==> config.mk <==
export PLATFORM = sky130hd
export DESIGN_NAME = activity_minute_level_classifier_flat
export DESIGN_NICKNAME = d
export VERILOG_FILES = /design/src/amlc_pkg.sv /design/src/amlc_in_if.sv /design/src/amlc_out_if.sv /design/src/amlc_sqrt.sv /design/src/activity_minute_level_classifier.sv /design/src/flat_wrapper.sv
export SDC_FILE = /design/constraint.sdc
export NUM_CORES = 2
export LEC_CHECK = 0
export BUFFER_PORTS_ARGS = -buffer_cell sky130_fd_sc_hd__buf_2
export CAP_MARGIN = 20
export CORE_MARGIN = 4
export CORE_UTILIZATION = 25
export DETAILED_ROUTE_END_ITERATION = 16
export GPL_ROUTABILITY_DRIVEN = 0
export SYNTH_ARGS = -nofsm -noshare
export SYNTH_HDL_FRONTEND = slang
export SYNTH_HIERARCHICAL = 1
export SYNTH_SLANG_ARGS = --single-unit
==> constraint.sdc <==
create_clock -name clk -period 9.8 [get_ports clk]
set_input_delay 0.98 -clock clk [delete_from_list [all_inputs] [get_ports clk]]
set_output_delay 0.98 -clock clk [all_outputs]
set_load 0.05 [all_outputs]
==> src/amlc_pkg.sv <==
// ----------------------------------------------------------------------------
// amlc_pkg: shared types and constants of the activity level classifier
// Field widths, register indexes, reset values and the control state type.
// ----------------------------------------------------------------------------
package amlc_pkg;

  localparam int FIELD_W    = 16;  // accelerometer field width on the channel
  localparam int COUNT_W    = 11;  // minute counters
  localparam int INDEX_W    = 32;  // sample index
  localparam int SUM_W      = 32;  // minute magnitude sum
  localparam int PHASE_W    = 16;  // samples within the minute
  localparam int VCOUNT_W   = 16;  // valid samples within the minute
  localparam int CUT_W      = 16;  // cut points, unsigned Q4.12
  localparam int FRAC_BITS  = 12;  // 1.0 g in Q3.12
  localparam int NUM_CUTS   = 3;
  localparam int STEP_W     = 2;

  localparam int CFG_IDX_W  = 3;
  localparam int CFG_DATA_W = 16;

  localparam logic [CFG_IDX_W-1:0] REG_SAMPLES_PER_MINUTE = 3'd0;
  localparam logic [CFG_IDX_W-1:0] REG_MINUTES_PER_BLOCK  = 3'd1;
  localparam logic [CFG_IDX_W-1:0] REG_CUT_LIGHT          = 3'd2;
  localparam logic [CFG_IDX_W-1:0] REG_CUT_MODERATE       = 3'd3;
  localparam logic [CFG_IDX_W-1:0] REG_CUT_VIGOROUS       = 3'd4;

  localparam logic [PHASE_W-1:0] RST_SAMPLES_PER_MINUTE = 16'd4800;
  localparam logic [COUNT_W-1:0] RST_MINUTES_PER_BLOCK  = 11'd1;
  localparam logic [CUT_W-1:0]   RST_CUT_LIGHT          = 16'd329;
  localparam logic [CUT_W-1:0]   RST_CUT_MODERATE       = 16'd463;
  localparam logic [CUT_W-1:0]   RST_CUT_VIGOROUS       = 16'd1545;

  typedef enum logic [2:0] {
    ST_IDLE,
    ST_SQUARE,
    ST_ROOT,
    ST_CLASSIFY,
    ST_TALLY,
    ST_EMIT
  } state_t;

endpackage

==> src/amlc_in_if.sv <==
// ----------------------------------------------------------------------------
// amlc_in_if: sample channel
// Valid/ready channel carrying one accelerometer sample or a flush command.
// ----------------------------------------------------------------------------
interface amlc_in_if;
  logic                                valid;
  logic                                ready;
  logic                                kind;
  logic signed [amlc_pkg::FIELD_W-1:0] accel_x;
  logic signed [amlc_pkg::FIELD_W-1:0] accel_y;
  logic signed [amlc_pkg::FIELD_W-1:0] accel_z;
  logic                                sample_valid;

  modport source (output valid, kind, accel_x, accel_y, accel_z, sample_valid,
                  input ready);
  modport sink (input valid, kind, accel_x, accel_y, accel_z, sample_valid,
                output ready);
endinterface

==> src/amlc_out_if.sv <==
// ----------------------------------------------------------------------------
// amlc_out_if: block result channel
// Valid/ready channel carrying the per-level minute counts of one block.
// ----------------------------------------------------------------------------
interface amlc_out_if;
  logic                              valid;
  logic                              ready;
  logic [amlc_pkg::COUNT_W-1:0]      sedentary_minutes;
  logic [amlc_pkg::COUNT_W-1:0]      light_minutes;
  logic [amlc_pkg::COUNT_W-1:0]      moderate_minutes;
  logic [amlc_pkg::COUNT_W-1:0]      vigorous_minutes;
  logic [amlc_pkg::INDEX_W-1:0]      block_start_sample;
  logic [amlc_pkg::COUNT_W-1:0]      block_minutes;

  modport source (output valid, sedentary_minutes, light_minutes, moderate_minutes,
                  vigorous_minutes, block_start_sample, block_minutes,
                  input ready);
  modport sink (input valid, sedentary_minutes, light_minutes, moderate_minutes,
                vigorous_minutes, block_start_sample, block_minutes,
                output ready);
endinterface

==> src/amlc_sqrt.sv <==
// ----------------------------------------------------------------------------
// amlc_sqrt: digit-serial integer square root
// Shifts the radicand out two bits per cycle and builds the root one bit per
// cycle; done is high for a single cycle, together with the last root digit.
// ----------------------------------------------------------------------------
module amlc_sqrt #(
  parameter int SB = 16
) (
  input  logic            clk,
  input  logic            rst,
  input  logic            start,
  input  logic [2*SB-1:0] radicand,
  output logic            done,
  output logic [SB-1:0]   root
);

  localparam int CNT_W = $clog2(SB + 1);

  logic [2*SB-1:0]  rad;
  logic [SB+1:0]    rem;
  logic [SB+1:0]    rem_shift;
  logic [SB+1:0]    trial;
  logic [CNT_W-1:0] cnt;
  logic             busy;
  logic             fits;

  assign rem_shift = {rem[SB-1:0], rad[2*SB-1 -: 2]};
  assign trial     = {root, 2'b01};
  assign fits      = (rem_shift >= trial);

  always_ff @(posedge clk) begin
    if (rst) begin
      busy <= 1'b0;
      done <= 1'b0;
      cnt  <= '0;
      rad  <= '0;
      rem  <= '0;
      root <= '0;
    end else begin
      done <= 1'b0;
      if (start) begin
        rad  <= radicand;
        rem  <= '0;
        root <= '0;
        cnt  <= CNT_W'(SB);
        busy <= 1'b1;
      end else if (busy) begin
        rad <= {rad[2*SB-3:0], 2'b00};
        if (fits) begin
          rem  <= rem_shift - trial;
          root <= {root[SB-2:0], 1'b1};
        end else begin
          rem  <= rem_shift;
          root <= {root[SB-2:0], 1'b0};
        end
        cnt <= cnt - CNT_W'(1);
        if (cnt == CNT_W'(1)) begin
          busy <= 1'b0;
          done <= 1'b1;
        end
      end
    end
  end

endmodule

==> src/activity_minute_level_classifier.sv <==
// Flow: a sample with sample_valid set passes the square state, which forms
//   the axis squares, and the root state, whose square root retires two radicand
//   bits a cycle; a sample without it is taken in idle alone. A closing minute
//   adds the classify and tally states, and the emit state loads a block result.
// Throughput: one transaction at a time; ready is high only while idle.
// Reset: synchronous; loads register defaults, clears all counters and sums.
// ----------------------------------------------------------------------------
// activity_minute_level_classifier: minute-level activity classifier
// Accumulates |magnitude - 1 g| per minute, classifies each minute against
// three cut points and emits per-level minute counts once per block.
// ----------------------------------------------------------------------------
module activity_minute_level_classifier #(
  parameter int LEVELS      = 4,
  parameter int SAMPLE_BITS = 16
) (
  input  logic                            clk,
  input  logic                            rst,
  amlc_in_if.sink                         in_ch,
  amlc_out_if.source                      out_ch,
  input  logic                            cfg_write,
  input  logic [amlc_pkg::CFG_IDX_W-1:0]  cfg_index,
  input  logic [amlc_pkg::CFG_DATA_W-1:0] cfg_data
);

  localparam int SB    = SAMPLE_BITS;
  localparam int MUL_W = (SB > 16) ? SB : 16;
  localparam int D_W   = (SB > 13) ? SB : 13;
  localparam int LVL_W = $clog2(LEVELS);
  localparam int NC    = (LEVELS - 1 < amlc_pkg::NUM_CUTS) ? LEVELS - 1 : amlc_pkg::NUM_CUTS;
  localparam int CW    = amlc_pkg::COUNT_W;

  // Configuration registers
  logic [amlc_pkg::PHASE_W-1:0] samples_per_minute;
  logic [CW-1:0]                minutes_per_block;
  logic [amlc_pkg::CUT_W-1:0]   cut_light;
  logic [amlc_pkg::CUT_W-1:0]   cut_moderate;
  logic [amlc_pkg::CUT_W-1:0]   cut_vigorous;

  // Running state
  amlc_pkg::state_t                state;
  amlc_pkg::state_t                state_next;
  logic [amlc_pkg::INDEX_W-1:0]    sample_index;
  logic [amlc_pkg::PHASE_W-1:0]    minute_phase;
  logic [amlc_pkg::SUM_W-1:0]      magnitude_sum;
  logic [amlc_pkg::VCOUNT_W-1:0]   valid_count;
  logic [CW-1:0]                   minute_count;
  logic [CW-1:0]                   level_minutes [LEVELS];
  logic [amlc_pkg::INDEX_W-1:0]    block_start;
  logic                            block_open;
  logic                            minute_end;

  // Per-sample working registers
  logic [SB-1:0]                   ax;
  logic [SB-1:0]                   ay;
  logic [SB-1:0]                   az;
  logic [2*SB-1:0]                 sq_acc;
  logic [2*MUL_W-1:0]              prod;
  logic [amlc_pkg::CUT_W-1:0]      cut_hold;
  logic [LVL_W-1:0]                lvl;
  logic [amlc_pkg::STEP_W-1:0]     step;

  // Result slot
  logic                            out_valid;
  logic [CW-1:0]                   out_sed;
  logic [CW-1:0]                   out_light;
  logic [CW-1:0]                   out_mod;
  logic [CW-1:0]                   out_vig;
  logic [amlc_pkg::INDEX_W-1:0]    out_start;
  logic [CW-1:0]                   out_blk;

  // Combinational helpers
  logic                            in_ready;
  logic                            in_fire;
  logic                            out_free;
  logic                            emit_load;
  logic                            root_start;
  logic                            root_done;
  logic [SB-1:0]                   root;
  logic [2*SB-1:0]                 radicand;
  logic [amlc_pkg::PHASE_W-1:0]    spm_eff;
  logic [CW-1:0]                   mpb_eff;
  logic [amlc_pkg::PHASE_W-1:0]    phase_inc;
  logic                            phase_end;
  logic [CW-1:0]                   mc_next;
  logic [SB-1:0]                   raw_sel;
  logic [SB-1:0]                   mag_sel;
  logic [amlc_pkg::CUT_W-1:0]      cut_sel;
  logic [MUL_W-1:0]                mul_a;
  logic [MUL_W-1:0]                mul_b;
  logic [D_W-1:0]                  root_ext;
  logic [D_W-1:0]                  dev;
  logic [amlc_pkg::SUM_W:0]        sum_wide;
  logic                            hit;
  logic [CW-1:0]                   lm_full [4];

  // Zero in either count register behaves as one.
  assign spm_eff   = (samples_per_minute == '0) ? amlc_pkg::PHASE_W'(1) : samples_per_minute;
  assign mpb_eff   = (minutes_per_block == '0) ? CW'(1) : minutes_per_block;
  assign phase_inc = minute_phase + amlc_pkg::PHASE_W'(1);
  assign phase_end = (phase_inc >= spm_eff);
  assign mc_next   = minute_count + CW'(1);

  assign in_fire  = in_ch.valid && in_ready;
  assign out_free = !out_valid || out_ch.ready;
  assign in_ch.ready = in_ready;

  // Sum of squares is complete once the third product lands.
  assign radicand = sq_acc + prod[2*SB-1:0];

  amlc_sqrt #(.SB(SB)) u_sqrt (
    .clk      (clk),
    .rst      (rst),
    .start    (root_start),
    .radicand (radicand),
    .done     (root_done),
    .root     (root)
  );

  // Deviation from 1 g and saturating accumulate
  assign root_ext = D_W'(root);
  assign dev = (root_ext >= D_W'(1 << amlc_pkg::FRAC_BITS))
             ? root_ext - D_W'(1 << amlc_pkg::FRAC_BITS)
             : D_W'(1 << amlc_pkg::FRAC_BITS) - root_ext;
  assign sum_wide = {1'b0, magnitude_sum} + (amlc_pkg::SUM_W + 1)'(dev);

  // An empty minute has mean zero: only a zero cut is met.
  assign hit = (valid_count == '0) ? (cut_hold == '0)
                                   : ((2*MUL_W)'(magnitude_sum) >= prod);

  // Shared multiplier operands: axis squares, then cut times valid count.
  always_comb begin
    unique case (step)
      2'd0:    raw_sel = ax;
      2'd1:    raw_sel = ay;
      default: raw_sel = az;
    endcase
    unique case (step)
      2'd0:    cut_sel = cut_light;
      2'd1:    cut_sel = cut_moderate;
      2'd2:    cut_sel = cut_vigorous;
      default: cut_sel = '0;
    endcase
    mag_sel = raw_sel[SB-1] ? (~raw_sel) + SB'(1) : raw_sel;
    if (state == amlc_pkg::ST_CLASSIFY) begin
      mul_a = MUL_W'(cut_sel);
      mul_b = MUL_W'(valid_count);
    end else begin
      mul_a = MUL_W'(mag_sel);
      mul_b = MUL_W'(mag_sel);
    end
  end

  always_ff @(posedge clk) begin
    prod <= mul_a * mul_b;
  end

  // Counts for levels the block does not have read as zero.
  for (genvar j = 0; j < 4; j++) begin : g_lm
    if (j < LEVELS) begin : g_have
      assign lm_full[j] = level_minutes[j];
    end else begin : g_none
      assign lm_full[j] = '0;
    end
  end

  // State register
  always_ff @(posedge clk) begin
    if (rst) begin
      state <= amlc_pkg::ST_IDLE;
    end else begin
      state <= state_next;
    end
  end

  // Next state and strobes
  always_comb begin
    state_next = state;
    in_ready   = 1'b0;
    root_start = 1'b0;
    emit_load  = 1'b0;
    unique case (state)
      amlc_pkg::ST_IDLE: begin
        in_ready = 1'b1;
        if (in_ch.valid) begin
          if (in_ch.kind) begin
            if (minute_count != '0) begin
              state_next = amlc_pkg::ST_EMIT;
            end
          end else if (in_ch.sample_valid) begin
            state_next = amlc_pkg::ST_SQUARE;
          end else if (phase_end) begin
            state_next = amlc_pkg::ST_CLASSIFY;
          end
        end
      end
      amlc_pkg::ST_SQUARE: begin
        if (step == 2'd3) begin
          root_start = 1'b1;
          state_next = amlc_pkg::ST_ROOT;
        end
      end
      amlc_pkg::ST_ROOT: begin
        if (root_done) begin
          state_next = minute_end ? amlc_pkg::ST_CLASSIFY : amlc_pkg::ST_IDLE;
        end
      end
      amlc_pkg::ST_CLASSIFY: begin
        if (step == amlc_pkg::STEP_W'(NC)) begin
          state_next = amlc_pkg::ST_TALLY;
        end
      end
      amlc_pkg::ST_TALLY: begin
        state_next = (mc_next >= mpb_eff) ? amlc_pkg::ST_EMIT : amlc_pkg::ST_IDLE;
      end
      amlc_pkg::ST_EMIT: begin
        if (out_free) begin
          emit_load  = 1'b1;
          state_next = amlc_pkg::ST_IDLE;
        end
      end
      default: state_next = amlc_pkg::ST_IDLE;
    endcase
  end

  // Datapath
  always_ff @(posedge clk) begin
    if (rst) begin
      samples_per_minute <= amlc_pkg::RST_SAMPLES_PER_MINUTE;
      minutes_per_block  <= amlc_pkg::RST_MINUTES_PER_BLOCK;
      cut_light          <= amlc_pkg::RST_CUT_LIGHT;
      cut_moderate       <= amlc_pkg::RST_CUT_MODERATE;
      cut_vigorous       <= amlc_pkg::RST_CUT_VIGOROUS;
      sample_index       <= '0;
      minute_phase       <= '0;
      magnitude_sum      <= '0;
      valid_count        <= '0;
      minute_count       <= '0;
      for (int i = 0; i < LEVELS; i++) begin
        level_minutes[i] <= '0;
      end
      block_start        <= '0;
      block_open         <= 1'b0;
      minute_end         <= 1'b0;
      step               <= '0;
      lvl                <= '0;
      out_valid          <= 1'b0;
    end else begin
      if (cfg_write) begin
        unique case (cfg_index)
          amlc_pkg::REG_SAMPLES_PER_MINUTE: samples_per_minute <= cfg_data;
          amlc_pkg::REG_MINUTES_PER_BLOCK:  minutes_per_block  <= cfg_data[CW-1:0];
          amlc_pkg::REG_CUT_LIGHT:          cut_light          <= cfg_data;
          amlc_pkg::REG_CUT_MODERATE:       cut_moderate       <= cfg_data;
          amlc_pkg::REG_CUT_VIGOROUS:       cut_vigorous       <= cfg_data;
          default: ;
        endcase
      end

      // Load a new result; otherwise drop the held one once the consumer
      // takes it.
      if (emit_load) begin
        out_valid <= 1'b1;
      end else if (out_valid && out_ch.ready) begin
        out_valid <= 1'b0;
      end

      unique case (state)
        amlc_pkg::ST_IDLE: begin
          if (in_fire) begin
            if (in_ch.kind) begin
              // Flush with nothing complete: clear here; otherwise the
              // emit state snapshots and clears.
              if (minute_count == '0) begin
                minute_phase  <= '0;
                magnitude_sum <= '0;
                valid_count   <= '0;
                block_open    <= 1'b0;
                for (int i = 0; i < LEVELS; i++) begin
                  level_minutes[i] <= '0;
                end
              end
            end else begin
              if (!block_open) begin
                block_start <= sample_index;
                block_open  <= 1'b1;
              end
              sample_index <= sample_index + amlc_pkg::INDEX_W'(1);
              minute_phase <= phase_inc;
              minute_end   <= phase_end;
              step         <= '0;
              lvl          <= '0;
            end
          end
        end
        amlc_pkg::ST_SQUARE: begin
          step <= step + amlc_pkg::STEP_W'(1);
        end
        amlc_pkg::ST_ROOT: begin
          if (root_done) begin
            magnitude_sum <= sum_wide[amlc_pkg::SUM_W]
                           ? '1 : sum_wide[amlc_pkg::SUM_W-1:0];
            valid_count   <= valid_count + amlc_pkg::VCOUNT_W'(1);
            step          <= '0;
            lvl           <= '0;
          end
        end
        amlc_pkg::ST_CLASSIFY: begin
          step <= step + amlc_pkg::STEP_W'(1);
          // Ascending cuts: the last one met is the highest level.
          if (step != '0 && hit) begin
            lvl <= LVL_W'(step);
          end
        end
        amlc_pkg::ST_TALLY: begin
          level_minutes[lvl] <= level_minutes[lvl] + CW'(1);
          minute_count       <= mc_next;
          minute_phase       <= '0;
          magnitude_sum      <= '0;
          valid_count        <= '0;
        end
        amlc_pkg::ST_EMIT: begin
          if (emit_load) begin
            minute_count  <= '0;
            block_open    <= 1'b0;
            minute_phase  <= '0;
            magnitude_sum <= '0;
            valid_count   <= '0;
            for (int i = 0; i < LEVELS; i++) begin
              level_minutes[i] <= '0;
            end
          end
        end
        default: ;
      endcase
    end
  end

  // Square accumulation and result payload hold no control state.
  always_ff @(posedge clk) begin
    if (in_fire) begin
      ax     <= SB'($unsigned(in_ch.accel_x));
      ay     <= SB'($unsigned(in_ch.accel_y));
      az     <= SB'($unsigned(in_ch.accel_z));
      sq_acc <= '0;
    end else if (state == amlc_pkg::ST_SQUARE && step != '0) begin
      sq_acc <= radicand;
    end
    if (state == amlc_pkg::ST_CLASSIFY) begin
      cut_hold <= cut_sel;
    end
    if (emit_load) begin
      out_sed   <= lm_full[0];
      out_light <= lm_full[1];
      out_mod   <= lm_full[2];
      out_vig   <= lm_full[3];
      out_start <= block_start;
      out_blk   <= minute_count;
    end
  end

  assign out_ch.valid              = out_valid;
  assign out_ch.sedentary_minutes  = out_sed;
  assign out_ch.light_minutes      = out_light;
  assign out_ch.moderate_minutes   = out_mod;
  assign out_ch.vigorous_minutes   = out_vig;
  assign out_ch.block_start_sample = out_start;
  assign out_ch.block_minutes      = out_blk;

endmodule

==> src/flat_wrapper.sv <==
// flat-port wrapper written by rule: the top's interface ports become plain ports
module activity_minute_level_classifier_flat 
#(
  parameter int LEVELS      = 4,
  parameter int SAMPLE_BITS = 16
)
  (clk, rst, cfg_write, cfg_index, cfg_data, in_ch_valid, in_ch_kind, in_ch_accel_x, in_ch_accel_y, in_ch_accel_z, in_ch_sample_valid, in_ch_ready, out_ch_valid, out_ch_sedentary_minutes, out_ch_light_minutes, out_ch_moderate_minutes, out_ch_vigorous_minutes, out_ch_block_start_sample, out_ch_block_minutes, out_ch_ready);
  amlc_in_if in_ch_i ();
  amlc_out_if out_ch_i ();
  input  logic clk;
  input  logic rst;
  input  logic cfg_write;
  input  logic [amlc_pkg::CFG_IDX_W-1:0] cfg_index;
  input  logic [amlc_pkg::CFG_DATA_W-1:0] cfg_data;
  input wire logic [$bits(in_ch_i.valid)-1:0] in_ch_valid;
  input wire logic [$bits(in_ch_i.kind)-1:0] in_ch_kind;
  input wire logic [$bits(in_ch_i.accel_x)-1:0] in_ch_accel_x;
  input wire logic [$bits(in_ch_i.accel_y)-1:0] in_ch_accel_y;
  input wire logic [$bits(in_ch_i.accel_z)-1:0] in_ch_accel_z;
  input wire logic [$bits(in_ch_i.sample_valid)-1:0] in_ch_sample_valid;
  output wire logic [$bits(in_ch_i.ready)-1:0] in_ch_ready;
  output wire logic [$bits(out_ch_i.valid)-1:0] out_ch_valid;
  output wire logic [$bits(out_ch_i.sedentary_minutes)-1:0] out_ch_sedentary_minutes;
  output wire logic [$bits(out_ch_i.light_minutes)-1:0] out_ch_light_minutes;
  output wire logic [$bits(out_ch_i.moderate_minutes)-1:0] out_ch_moderate_minutes;
  output wire logic [$bits(out_ch_i.vigorous_minutes)-1:0] out_ch_vigorous_minutes;
  output wire logic [$bits(out_ch_i.block_start_sample)-1:0] out_ch_block_start_sample;
  output wire logic [$bits(out_ch_i.block_minutes)-1:0] out_ch_block_minutes;
  input wire logic [$bits(out_ch_i.ready)-1:0] out_ch_ready;
  assign in_ch_i.valid = in_ch_valid;
  assign in_ch_i.kind = in_ch_kind;
  assign in_ch_i.accel_x = in_ch_accel_x;
  assign in_ch_i.accel_y = in_ch_accel_y;
  assign in_ch_i.accel_z = in_ch_accel_z;
  assign in_ch_i.sample_valid = in_ch_sample_valid;
  assign in_ch_ready = in_ch_i.ready;
  assign out_ch_valid = out_ch_i.valid;
  assign out_ch_sedentary_minutes = out_ch_i.sedentary_minutes;
  assign out_ch_light_minutes = out_ch_i.light_minutes;
  assign out_ch_moderate_minutes = out_ch_i.moderate_minutes;
  assign out_ch_vigorous_minutes = out_ch_i.vigorous_minutes;
  assign out_ch_block_start_sample = out_ch_i.block_start_sample;
  assign out_ch_block_minutes = out_ch_i.block_minutes;
  assign out_ch_i.ready = out_ch_ready;
  activity_minute_level_classifier #(.LEVELS(LEVELS), .SAMPLE_BITS(SAMPLE_BITS)) u_core (.clk(clk), .rst(rst), .in_ch(in_ch_i), .out_ch(out_ch_i), .cfg_write(cfg_write), .cfg_index(cfg_index), .cfg_data(cfg_data));
endmodule
==> flow_summary.yaml <==
run_status:
  status: "finished, final reports clean"
routing:
  wl_per_cell_um: 15.9
  via_per_inst: 4.66
  drtIter0Drc: 2062
  drc: 0
  drt_wl_total_um: 93600
  vias: 27300
  postRouteAntennaNets: 0
  first_pass_iters: 5
floorplan:
  die_area_sq_um: 147000
  core_area_sq_um: 140000
  io_pins: 163
  fp.dieH_um: 383
  start_util_pct: 25.2
  die_x_um: 383
  rows: 137
synth:
  synth_top_area_share_pct: 20.6
  synth_seq_cells: 556
  yosysMostFrequentCell: "nand2_1"
  synth_area_leaders: "dfxtp_1 21%, edfxtp_1 17%, fa_1 11%, ha_1 8.8%, nand2_1 5.8%"
  synth_ff_type: "dfxtp_1"
  yosysTopAreaCell: "dfxtp_1"
  syn_area_sq_um: 35200
  synth_edf_count: 195
  synth_cell_types: 93
  synth_cells: 3846
  synth_nets: 4362
  yosysSeqAreaShare_pct: 37.2
  synthArstFlopShare_pct: 0
  avgSynthCellArea_sq_um: 9.14
  synth_commonest_cells: "539 x nand2_1, 447 x nor2_1, 361 x dfxtp_1, 348 x inv_1, 295 x a21oi_1"
  yosys_warnings: 6
critical_path:
  cp_data_arrival_time_ps: 9560
  critPathBufInv: 6
  required_ps: 10300
  cp-end-kind: "register"
  slowest_stage: "a21oi_2"
  critPathMaxStageDelay_ps: 660
  worst_path_dominant_cell_family: "adder cells"
  crit_top_cell: "fa_1"
  critPathKind: "register to register"
  crit_path_start_kind: "register"
  path_max_fanout: 16
cts:
  cts_buffer_depth: 3
  cts_resized: 0
  hold_buffers: 0
  cts-buffers-inserted: 59
  worstSkewPairLatency_ps: 650
  cts-htree-levels: 2
  clk_pin_slew_worst_paths_ps: 70
  cts_setup_buffers: 0
  root_buffer: "clkbuf_16"
  cts_tree: "done"
  cts_sinks: 556
placed_design:
  portBuffers: 162
  dpl.hpwl_um: 70500
finish:
  fin_nets: 4458
  multi_input_area_sq_um: 20100
  area_growth_pct: 13.5
  n_antenna_cell: 0
  regArea_sq_um: 13100
  drive_gt1_share_pct: 9.02
  n_fill_cell: 14800
global_routing:
  grt_pass1_vias: 27000
  antenna_found_initial: 1
  grt_max_degree: 99
  grt-ovfl-total: 0
  grt_pass1_wl_um: 149000
  grt_usage_pct: 12.5
sta:
  maxSlewViolCount: 0
  grt_setup_unrepaired: "false"
  worst_slew_pin_slew_ps: 1070
  finalCriticalPeriod_ps: 9060
  finalHoldViolCount: 0
  finalSetupViolations: 0
  fin_setup_tns_ps: 0
  post-route-period-util_pct: 92.4
  relSlewSlack_pct: 28.4
  fmax_mhz: 110
  skew_ps: 26.4
run:
  maxCapViolations: 0
min_path:
  hold_class: "register to register"
final timing paths:
kind,from,endpoint,slack (ps),cells past startpoint
hold / removal,u_core/block_start[13],u_core/out_ch.block_start_sample[13],430,0
setup reg to reg,u_core/step[0],u_core/prod[31],740,32
setup / recovery,u_core/step[0],u_core/prod[31],740,32
hold reg to reg,u_core/block_start[13],u_core/out_ch.block_start_sample[13],430,0
final cells by class:
| cell class | count | share of cell area (%) |
|---|---|---|
| Multi-Input combinational cell | 2779 | 50.3 |
| Tap cell | 1876 | 5.88 |
| Clock inverter | 43 | 1.14 |
| Clock buffer | 69 | 3.82 |
| Inverter | 351 | 3.30 |
| Timing Repair Buffer | 195 | 2.76 |
| Sequential cell | 556 | 32.8 |
routing by layer:
| metal | GRT usage [%] | routed length [um] | vias to the layer above |
|---|---|---|---|
| met5 | 0 | 0 | - |
| met4 | 3.11 | 2070 | 0 |
| met3 | 2.07 | 6020 | 135 |
| met2 | 20.8 | 43000 | 728 |
| met1 | 17.0 | 42500 | 13200 |
| li1 | - | - | 13300 |
per-stage QoR:
stage	area (sq um)	hold slack, ps	cells	worst slack [ps]	util [%]
6_report	39900	433	5869	740	28.6
5_1_grt	39900	444	5869	155	28.6
4_1_cts	39900	436	5869	873	28.6
3_5_place_dp	37900	419	5757	883	27.2
3_3_place_gp	37900	418	5755	1140	27.2
2_1_floorplan	35200	408	3846	2020	-
state kept, by name (all words and copies together), names as in the netlist, 32 cells and up, named ones only:
register / cells
u_core/magnitude_sum: 32
u_core/prod: 32
u_core/out_ch.block_start_sample: 32
u_core/level_minutes: 44
u_core/u_sqrt/rad: 32
u_core/sq_acc: 32
u_core/sample_index: 32
u_core/block_start: 32
kinds of logic (layout without fill, tap and decap cells):
family          count (synthesis)  after routing  synth area share [%]
compound gates                755            755                  13.6
xor+xnor                      179            179                  4.46
fa+ha+maj                     442            442                  19.9
buf+inv                       511            658                  5.74
flops                         556            556                  37.2
mux                            62             62                  2.16
simple gates                 1341           1341                  17.0
layout by cell type (no fill, tap or decap), types with 19 or more instances in the layout:
master     instances
buf_2            161
nand3b_1          38
dfxtp_1          360
edfxtp_1         195
xnor2_1           87
xor2_1            92
nand3_1           57
fa_1             196
o21ai_0          134
nor2_1           444
nand4_1           22
a31oi_1           33
a21oi_1          295
buf_4             30
nor3_1            31
or3_1             21
mux2i_1           51
o21a_1            20
nand2_1          539
clkbuf_16         59
a21o_1            74
inv_1            347
a22o_1            19
nor4_1            25
ha_1             246
and3_1            52
nand2b_1          33
Power is left out: the tool's default activity adds up to more than one toggle a clock period on the data nets, which glitch-free logic cannot reach.
